===== src/rtl/dqmt_pkg.sv =====
// Shared types, constants and the quadrature step table for the dual-axis move controller.
`timescale 1ns / 1ps
package dqmt_pkg;

   localparam int POS_BITS = 32;
   localparam int OUT_POS_W = 32;
   localparam int MOVE_W = 24;
   localparam int MM_W = MOVE_W + 1;
   localparam int K_W = 24;
   localparam int SPEED_W = 8;
   localparam int FRAC_W = 24;
   localparam int MAG_W = MM_W + K_W - FRAC_W;
   localparam int EXT_W = (POS_BITS > MAG_W + 1) ? POS_BITS : MAG_W + 1;
   localparam int CSR_IDX_W = 1;
   localparam int CSR_DATA_W = K_W;

   localparam logic [K_W-1:0] K_RESET = K_W'(10764150);
   localparam logic [SPEED_W-1:0] SPEED_RESET = SPEED_W'(150);

   localparam logic [EXT_W-1:0] LIM_POS = EXT_W'((65'd1 << (POS_BITS - 1)) - 65'd1);
   localparam logic [EXT_W-1:0] LIM_NEG = EXT_W'(65'd1 << (POS_BITS - 1));

   localparam logic [CSR_IDX_W-1:0] CSR_COUNTS_PER_MM = 1'd0;
   localparam logic [CSR_IDX_W-1:0] CSR_DRIVE_SPEED = 1'd1;

   localparam logic OP_SAMPLE = 1'b0;
   localparam logic OP_MOVE = 1'b1;

   typedef logic signed [POS_BITS-1:0] pos_type;
   typedef logic signed [MM_W-1:0] mm_type;
   typedef logic [K_W-1:0] k_type;
   typedef logic [SPEED_W-1:0] speed_type;
   typedef logic [MAG_W-1:0] mag_type;
   typedef logic signed [1:0] step_type;

   localparam step_type ST_HOLD = 2'sb00;
   localparam step_type ST_UP = 2'sb01;
   localparam step_type ST_DOWN = 2'sb11;

   // index is {previous pins, current pins}
   localparam step_type STEP_LUT [16] = '{
      ST_HOLD, ST_DOWN, ST_UP,   ST_HOLD,
      ST_UP,   ST_HOLD, ST_HOLD, ST_DOWN,
      ST_DOWN, ST_HOLD, ST_HOLD, ST_UP,
      ST_HOLD, ST_UP,   ST_DOWN, ST_HOLD
   };

   typedef struct packed {
      logic opcode;
      logic [1:0] pins_a;
      logic [1:0] pins_b;
      logic signed [MOVE_W-1:0] move_dx;
      logic signed [MOVE_W-1:0] move_dy;
   } req_type;

   typedef struct packed {
      logic signed [OUT_POS_W-1:0] position_a;
      logic signed [OUT_POS_W-1:0] position_b;
      logic [SPEED_W-1:0] drive_a;
      logic [SPEED_W-1:0] drive_b;
      logic forward_a;
      logic forward_b;
      logic busy_res;
   } rsp_type;

   typedef struct packed {
      logic ld1;
      logic ld2;
      logic commit;
   } pipe_ctrl_type;

   typedef struct packed {
      logic signed [POS_BITS-1:0] count;
      logic run;
      logic fwd;
   } lane_out_type;

endpackage


===== src/rtl/dqmt_lane.sv =====
// One motor axis: abs and scale pipeline, quadrature decode, target tracking.
`timescale 1ns / 1ps
module dqmt_lane (
   input  logic                    clock,
   input  logic                    reset,
   input  dqmt_pkg::pipe_ctrl_type ctrl,
   input  logic                    opcode,
   input  logic [1:0]              pins,
   input  dqmt_pkg::mm_type        mm,
   input  dqmt_pkg::k_type         k,
   output dqmt_pkg::lane_out_type  nxt
);
   import dqmt_pkg::*;

   logic op1_ff;
   logic [1:0] pins1_ff;
   mm_type mm1_ff;

   logic op2_ff;
   logic [1:0] pins2_ff;
   logic neg2_ff;
   mag_type mag2_ff;

   logic [1:0] last_ff, last_in;
   pos_type count_ff, count_in;
   pos_type target_ff, target_in;
   logic run_ff, run_in;
   logic fwd_ff, fwd_in;

   logic [MM_W-1:0] amm;
   logic [MM_W+K_W-1:0] prod;
   logic [EXT_W-1:0] mag_ext;
   logic [POS_BITS-1:0] mag_p;
   pos_type cnt_step;
   logic reached;

   always_comb begin
      amm = mm1_ff[MM_W-1] ? MM_W'(-mm1_ff) : MM_W'(mm1_ff);
      prod = (MM_W+K_W)'(amm) * (MM_W+K_W)'(k);
   end

   always_ff @(posedge clock) begin
      if (ctrl.ld1) begin
         op1_ff <= opcode;
         pins1_ff <= pins;
         mm1_ff <= mm;
      end
      if (ctrl.ld2) begin
         op2_ff <= op1_ff;
         pins2_ff <= pins1_ff;
         neg2_ff <= mm1_ff[MM_W-1];
         mag2_ff <= prod[FRAC_W +: MAG_W];
      end
   end

   always_comb begin
      last_in = last_ff;
      count_in = count_ff;
      target_in = target_ff;
      run_in = run_ff;
      fwd_in = fwd_ff;
      cnt_step = count_ff + pos_type'(STEP_LUT[{last_ff, pins2_ff}]);
      reached = fwd_ff ? (target_ff <= cnt_step) : (cnt_step <= target_ff);
      mag_ext = EXT_W'(mag2_ff);
      if (!neg2_ff && mag_ext > LIM_POS) begin
         mag_ext = LIM_POS;
      end
      if (neg2_ff && mag_ext > LIM_NEG) begin
         mag_ext = LIM_NEG;
      end
      mag_p = mag_ext[POS_BITS-1:0];
      if (ctrl.commit) begin
         if (op2_ff == OP_MOVE) begin
            // two's complement negate folded into the adder carry-in
            target_in = count_ff + pos_type'(mag_p ^ {POS_BITS{neg2_ff}})
                        + pos_type'(neg2_ff);
            run_in = mag2_ff != '0;
            fwd_in = !neg2_ff || (mag2_ff == '0);
         end else begin
            last_in = pins2_ff;
            count_in = cnt_step;
            if (run_ff && reached) begin
               run_in = 1'b0;
            end
         end
      end
   end

   always_ff @(posedge clock) begin
      if (reset) begin
         last_ff <= '0;
         count_ff <= '0;
         target_ff <= '0;
         run_ff <= 1'b0;
         fwd_ff <= 1'b1;
      end else begin
         last_ff <= last_in;
         count_ff <= count_in;
         target_ff <= target_in;
         run_ff <= run_in;
         fwd_ff <= fwd_in;
      end
   end

   assign nxt = '{count: count_in, run: run_in, fwd: fwd_in};

endmodule


===== src/rtl/dqmt_merge.sv =====
// Merges both axes into the result register and holds it until transferred.
`timescale 1ns / 1ps
module dqmt_merge (
   input  logic                   clock,
   input  logic                   reset,
   input  logic                   commit,
   input  dqmt_pkg::lane_out_type nxt_a,
   input  dqmt_pkg::lane_out_type nxt_b,
   input  dqmt_pkg::speed_type    speed,
   input  logic                   rsp_stall,
   output logic                   rsp_valid,
   output dqmt_pkg::rsp_type      rsp_data
);
   import dqmt_pkg::*;

   logic valid_ff, valid_in;
   rsp_type data_ff;

   always_comb begin
      valid_in = valid_ff;
      if (commit) begin
         valid_in = 1'b1;
      end else if (!rsp_stall) begin
         valid_in = 1'b0;
      end
   end

   always_ff @(posedge clock) begin
      if (reset) begin
         valid_ff <= 1'b0;
      end else begin
         valid_ff <= valid_in;
      end
   end

   always_ff @(posedge clock) begin
      if (commit) begin
         data_ff.position_a <= OUT_POS_W'(nxt_a.count);
         data_ff.position_b <= OUT_POS_W'(nxt_b.count);
         data_ff.drive_a <= nxt_a.run ? speed : '0;
         data_ff.drive_b <= nxt_b.run ? speed : '0;
         data_ff.forward_a <= nxt_a.fwd;
         data_ff.forward_b <= nxt_b.fwd;
         data_ff.busy_res <= nxt_a.run || nxt_b.run;
      end
   end

   assign rsp_valid = valid_ff;
   assign rsp_data = data_ff;

endmodule


===== src/rtl/dual_quadrature_move_to_target.sv =====
// Top level of the two-motor quadrature position and move-to-target controller.
//
// Items arrive on req_ (valid/stall): an encoder pin sample for both motors or a
// move command in mm. Every item gives one result on rsp_ (valid/stall) with both
// counts, drive levels, directions and the busy flag after that item.
// csr_ writes counts_per_mm, unsigned Q0.24 (index 0), and drive_speed (index 1);
// csr_ready is always high. Writes must be made only while no item is in flight;
// the block does not enforce this. One item is taken every cycle unless req_stall
// is high: two pipeline stages (scale multiply per lane, then the state update
// that every item depends on) are followed by the result register. When the
// receiver stalls, the result register holds and the stages behind it keep
// filling; req_stall rises once both stages and the result are full.
// Synchronous reset clears counts, targets and pin history, stops both motors,
// sets forward direction and restores the register defaults.
`timescale 1ns / 1ps
module dual_quadrature_move_to_target (
   input  logic                              clock,
   input  logic                              reset,
   input  logic                              req_valid,
   output logic                              req_stall,
   input  dqmt_pkg::req_type                 req_data,
   output logic                              rsp_valid,
   input  logic                              rsp_stall,
   output dqmt_pkg::rsp_type                 rsp_data,
   input  logic                              csr_valid,
   output logic                              csr_ready,
   input  logic [dqmt_pkg::CSR_IDX_W-1:0]    csr_index,
   input  logic [dqmt_pkg::CSR_DATA_W-1:0]   csr_wdata
);
   import dqmt_pkg::*;

   k_type k_ff, k_in;
   speed_type speed_ff, speed_in;
   logic v1_ff, v1_in;
   logic v2_ff, v2_in;
   logic rdy_out, adv2, commit, accept;
   pipe_ctrl_type ctrl;
   mm_type mm_a, mm_b;
   lane_out_type nxt_a, nxt_b;

   assign csr_ready = 1'b1;

   always_comb begin
      k_in = k_ff;
      speed_in = speed_ff;
      if (csr_valid && csr_ready) begin
         unique case (csr_index)
            CSR_COUNTS_PER_MM: k_in = csr_wdata[K_W-1:0];
            CSR_DRIVE_SPEED:   speed_in = csr_wdata[SPEED_W-1:0];
            default: ;
         endcase
      end
   end

   always_comb begin
      rdy_out = !rsp_valid || !rsp_stall;
      commit = v2_ff && rdy_out;
      adv2 = v1_ff && (!v2_ff || rdy_out);
      req_stall = v1_ff && !(!v2_ff || rdy_out);
      accept = req_valid && !req_stall;
      v1_in = accept ? 1'b1 : (adv2 ? 1'b0 : v1_ff);
      v2_in = adv2 ? 1'b1 : (commit ? 1'b0 : v2_ff);
      ctrl = '{ld1: accept, ld2: adv2, commit: commit};
      mm_a = mm_type'(req_data.move_dx) - mm_type'(req_data.move_dy);
      mm_b = mm_type'(req_data.move_dx) + mm_type'(req_data.move_dy);
   end

   always_ff @(posedge clock) begin
      if (reset) begin
         k_ff <= K_RESET;
         speed_ff <= SPEED_RESET;
         v1_ff <= 1'b0;
         v2_ff <= 1'b0;
      end else begin
         k_ff <= k_in;
         speed_ff <= speed_in;
         v1_ff <= v1_in;
         v2_ff <= v2_in;
      end
   end

   dqmt_lane u_lane_a (
      .clock  (clock),
      .reset  (reset),
      .ctrl   (ctrl),
      .opcode (req_data.opcode),
      .pins   (req_data.pins_a),
      .mm     (mm_a),
      .k      (k_ff),
      .nxt    (nxt_a)
   );

   dqmt_lane u_lane_b (
      .clock  (clock),
      .reset  (reset),
      .ctrl   (ctrl),
      .opcode (req_data.opcode),
      .pins   (req_data.pins_b),
      .mm     (mm_b),
      .k      (k_ff),
      .nxt    (nxt_b)
   );

   dqmt_merge u_merge (
      .clock     (clock),
      .reset     (reset),
      .commit    (commit),
      .nxt_a     (nxt_a),
      .nxt_b     (nxt_b),
      .speed     (speed_ff),
      .rsp_stall (rsp_stall),
      .rsp_valid (rsp_valid),
      .rsp_data  (rsp_data)
   );

   a_commit_shows: assert property (@(posedge clock) disable iff (reset)
      commit |=> rsp_valid && (rsp_data.busy_res == ($past(nxt_a.run) || $past(nxt_b.run))))
      else $error("committed item not presented");

   a_idle_no_drive: assert property (@(posedge clock) disable iff (reset)
      rsp_valid && !rsp_data.busy_res |-> rsp_data.drive_a == '0 && rsp_data.drive_b == '0)
      else $error("drive active while not busy");

   a_stall_source: assert property (@(posedge clock) disable iff (reset)
      req_stall |-> rsp_valid && rsp_stall && v2_ff)
      else $error("input stalled without output back-pressure");

   a_reset_empty: assert property (@(posedge clock)
      reset |=> !rsp_valid && !v1_ff && !v2_ff)
      else $error("pipeline not empty after reset");

endmodule

===== config.mk =====
export PLATFORM = sky130hd
export DESIGN_NAME = dual_quadrature_move_to_target
export DESIGN_NICKNAME = d
export VERILOG_FILES = /design/src/rtl/dqmt_pkg.sv /design/src/rtl/dqmt_lane.sv /design/src/rtl/dqmt_merge.sv /design/src/rtl/dual_quadrature_move_to_target.sv
export SDC_FILE = /design/constraint.sdc
export NUM_CORES = 2
export LEC_CHECK = 0
export ABC_AREA = 1
export BUFFER_PORTS_ARGS = -buffer_cell sky130_fd_sc_hd__buf_4
export CORE_MARGIN = 8
export CORE_UTILIZATION = 60
export DETAILED_ROUTE_END_ITERATION = 6
export PLACE_DENSITY = 0.8
export SYNTH_ARGS = -nofsm -noshare
export SYNTH_HDL_FRONTEND = slang
export SYNTH_HIERARCHICAL = 1
export SYNTH_SLANG_ARGS = --single-unit
export TNS_END_PERCENT = 50

===== constraint.sdc =====
create_clock -name clock -period 10.55 [get_ports clock]
set_clock_uncertainty 0.1 [all_clocks]
set_input_delay 2.11 -clock clock [delete_from_list [all_inputs] [get_ports clock]]
set_output_delay 2.11 -clock clock [all_outputs]
set_load 0.01 [all_outputs]

==> flow_summary.toml <==
[outcome]
status = "complete, but fails checks"
violations = "design-rule violations"

[synthesis]
ys_ff_latch = 368
synth_cell_type_count = 62
async_flop_share = 0
synth_edf_count = 197
syn_nets = 10512
syn_area_um2 = 66760
ys.flop_type = "edfxtp_1"
syn_inst = 8831
ys.warnings.count = 6
ys_seq_area_frac = 0.1399
synth_area_per_cell_um2 = 7.560

[critical_path]
cp.arrival_ns = 9.27
critPathRequiredTime_ns = 10.81
criticalPathCategory = "reg2reg"
crit_fanout = 14
worstSetupEndpointType = "flop"
worstSetupStartpointType = "flop"

[routing]
ant_nets = 0
drt_wl_total_um = 212100
vias = 58761
dr.first_iter.drc_count = 5373
wl_per_cell_um = 20.44
vias_per_cell = 5.661
drc_errors = 2
first_pass_iters = 7

[sta]
post-route-period-util = 0.8544
final_max_slew_viol_count = 0
setup_viol = 0
tns_ns = 0
rsz0062_at_grt = "no"
tightest_slew_ns = 1.335
finalCriticalPeriod_ns = 9.014
fmaxAchievable_mhz = 110.9
hold_viol = 0
slew_headroom = 0.1088

[placed_design]
place_hpwl_um = 172000
placed_cells = 10293
place_area_um2 = 69210
io_buffers = 167
place_congestion = 0.9872

[cts]
clock_latency_ns = 0.64
cts.clk_slew.worst_paths_ns = 0.06
postCtsSetupRepairBufs = 0
cts_buffers = 44
cts_sinks = 368
root_buffer = "clkbuf_16"
cts_buffer_depth = 3
cts_tree = "yes"
cts_resized = 0
cts_max_level = 2
cts_hold_buffers = 0

[die]
chipWidth_um = 349.6
num_io_pins = 169
start_util = 0.6041
die_h_um = 349.6
core-area_um2 = 110500
die_area_um2 = 122200
rows = 122

[grt]
grt_pass1_vias = 60531
grt_max_degree = 74
antenna_found_initial = 2
grt_pass1_wl_um = 331800
track_usage = 0.3455
grt-ovfl-total = 0

[finish]
fill_cells = 9722
design_area_um2 = 70760
final_cells = 10380
nets = 10533
final_core_util = 0.6403
area_delta_synth_final_pct = 5.984
layout-drive-gt1-share = 0.05367

[worst_hold_path]
hold_path.class = "reg2reg"

[job]
drv_cap = 0
registers in the layout, indices dropped and copies added (netlist names), 2 cells and up:
name / flops
u_merge/rsp_data: 83
u_lane_a/count_ff: 32
u_lane_a/target_ff: 32
u_lane_b/count_ff: 32
u_lane_b/target_ff: 32
u_lane_a/mag2_ff: 25
u_lane_a/mm1_ff: 25
u_lane_b/mag2_ff: 25
u_lane_b/mm1_ff: 25
k_ff: 24
speed_ff: 8
u_lane_a/last_ff: 2
u_lane_a/pins1_ff: 2
u_lane_a/pins2_ff: 2
u_lane_b/last_ff: 2
u_lane_b/pins1_ff: 2
u_lane_b/pins2_ff: 2
stage by stage:
stage / hold WS (ns) / worst slack [ns]
after global placement: 0.3015 / 1.952
after floorplan: 0.3003 / 2.551
after global routing: 0.3303 / 1.288
after CTS: 0.3215 / 1.756
after detailed placement: 0.3100 / 1.764
final: 0.3200 / 1.536
worst max-delay path: stages, from the launching register on:
cell	delay, ns
edfxtp_1	0.45
inv_1	0.10
ha_1	0.20
nand3_2	0.12
nor3_2	0.17
nand3_2	0.13
nor2_1	0.12
nand4_1	0.11
nor4_2	0.97
nand3_1	0.89
nor2_1	0.40
fa_1	0.48
fa_1	0.48
ha_1	0.30
fa_1	0.49
fa_1	0.50
fa_1	0.49
inv_1	0.05
fa_1	0.47
inv_1	0.04
ha_1	0.35
a21oi_1	0.22
o21ai_0	0.14
a21oi_1	0.20
nor2_1	0.06
a211oi_1	0.31
nand3_1	0.24
xor2_1	0.20
Yosys cell counts, types with 6 or more instances:
cell | n | area [um2]
inv_1 | 2024 | 7597
nand2_1 | 1736 | 6516
nor2_1 | 1130 | 4242
fa_1 | 1012 | 20260
ha_1 | 586 | 7332
a21oi_1 | 422 | 2112
nand3_1 | 282 | 1411
o21ai_0 | 263 | 1316
edfxtp_1 | 197 | 5916
dfxtp_1 | 171 | 3423
clkbuf_1 | 166 | 623.1
xor2_1 | 162 | 1419
nand4_1 | 74 | 462.9
nor3_1 | 58 | 290.3
a21o_1 | 51 | 382.9
buf_2 | 43 | 215.2
o21bai_1 | 35 | 262.8
or2_2 | 35 | 219.0
a31oi_1 | 34 | 212.7
inv_2 | 32 | 120.1
nor2_2 | 32 | 200.2
nor4_1 | 30 | 187.7
xnor2_1 | 28 | 245.2
o21a_1 | 27 | 202.7
clkinv_1 | 21 | 78.83
o21ai_1 | 14 | 70.07
buf_4 | 13 | 97.59
nand3b_1 | 13 | 97.59
nor2_4 | 13 | 146.4
nand2_2 | 12 | 75.07
a21boi_0 | 10 | 75.07
buf_1 | 10 | 37.54
buf_6 | 10 | 112.6
o21ai_2 | 8 | 70.07
and3_1 | 7 | 43.79
nand3_2 | 7 | 70.07
nand2_4 | 6 | 67.56
nor3_2 | 6 | 60.06
layout make-up:
type / count / area [um2] / area share
repair buffers: 223 / 1674 / 0.02366
inverters: 2079 / 7809 / 0.1104
multi-input cells: 6136 / 48530 / 0.6858
clock buffers: 59 / 1239 / 0.01751
well taps: 1488 / 1862 / 0.02631
clock inverters: 23 / 295.3 / 0.004173
flip-flops and latches: 368 / 9343 / 0.1320
diodes: 4 / 10.01 / 0.0001415
cells by family after synthesis:
group,Yosys count,synth area share
flip-flops,368,0.1399
AND/OR/NAND/NOR,3455,0.2131
other,1,0.00005617
AO/OA/AOI/OAI,888,0.07359
adder cells (fa/ha/maj),1598,0.4133
buffers and inverters,2327,0.1339
XOR/XNOR,194,0.02624
final timing paths:
check	slack [ns]	depth (start not counted)	from	endpoint
min	0.32	0	u_lane_b/pins1_ff[1]$_DFFE_PP_	u_lane_b/pins2_ff[1]$_DFFE_PP_
max	1.54	27	u_lane_b/mm1_ff[0]$_DFFE_PP_	u_lane_b/mag2_ff[21]$_DFFE_PP_
min reg2reg	0.32	0	u_lane_b/pins1_ff[1]$_DFFE_PP_	u_lane_b/pins2_ff[1]$_DFFE_PP_
max reg2reg	1.54	27	u_lane_b/mm1_ff[0]$_DFFE_PP_	u_lane_b/mag2_ff[21]$_DFFE_PP_
cells in the final DEF (no fill, tap or decap), types with 51 or more instances in the layout:
master | netlist | final
inv_1 | 2024 | 2023
nand2_1 | 1736 | 1736
nor2_1 | 1130 | 1126
fa_1 | 1012 | 1012
ha_1 | 586 | 586
a21oi_1 | 422 | 422
nand3_1 | 282 | 282
o21ai_0 | 263 | 263
buf_4 | 13 | 223
edfxtp_1 | 197 | 197
dfxtp_1 | 171 | 168
xor2_1 | 162 | 162
nand4_1 | 74 | 74
nor3_1 | 58 | 58
a21o_1 | 51 | 51
per-layer routing:
layer / vias up / share of wire / global-route usage
met5: - / 0 / 0
met4: 0 / 0.066 / 0.1850
met3: 833 / 0.11 / 0.08961
met2: 3345 / 0.44 / 0.5469
met1: 27856 / 0.38 / 0.4346
li1: 26727 / - / -
Power is not shown: default switching activity piles up to over one toggle a cycle in this logic, so the estimate is an artifact.
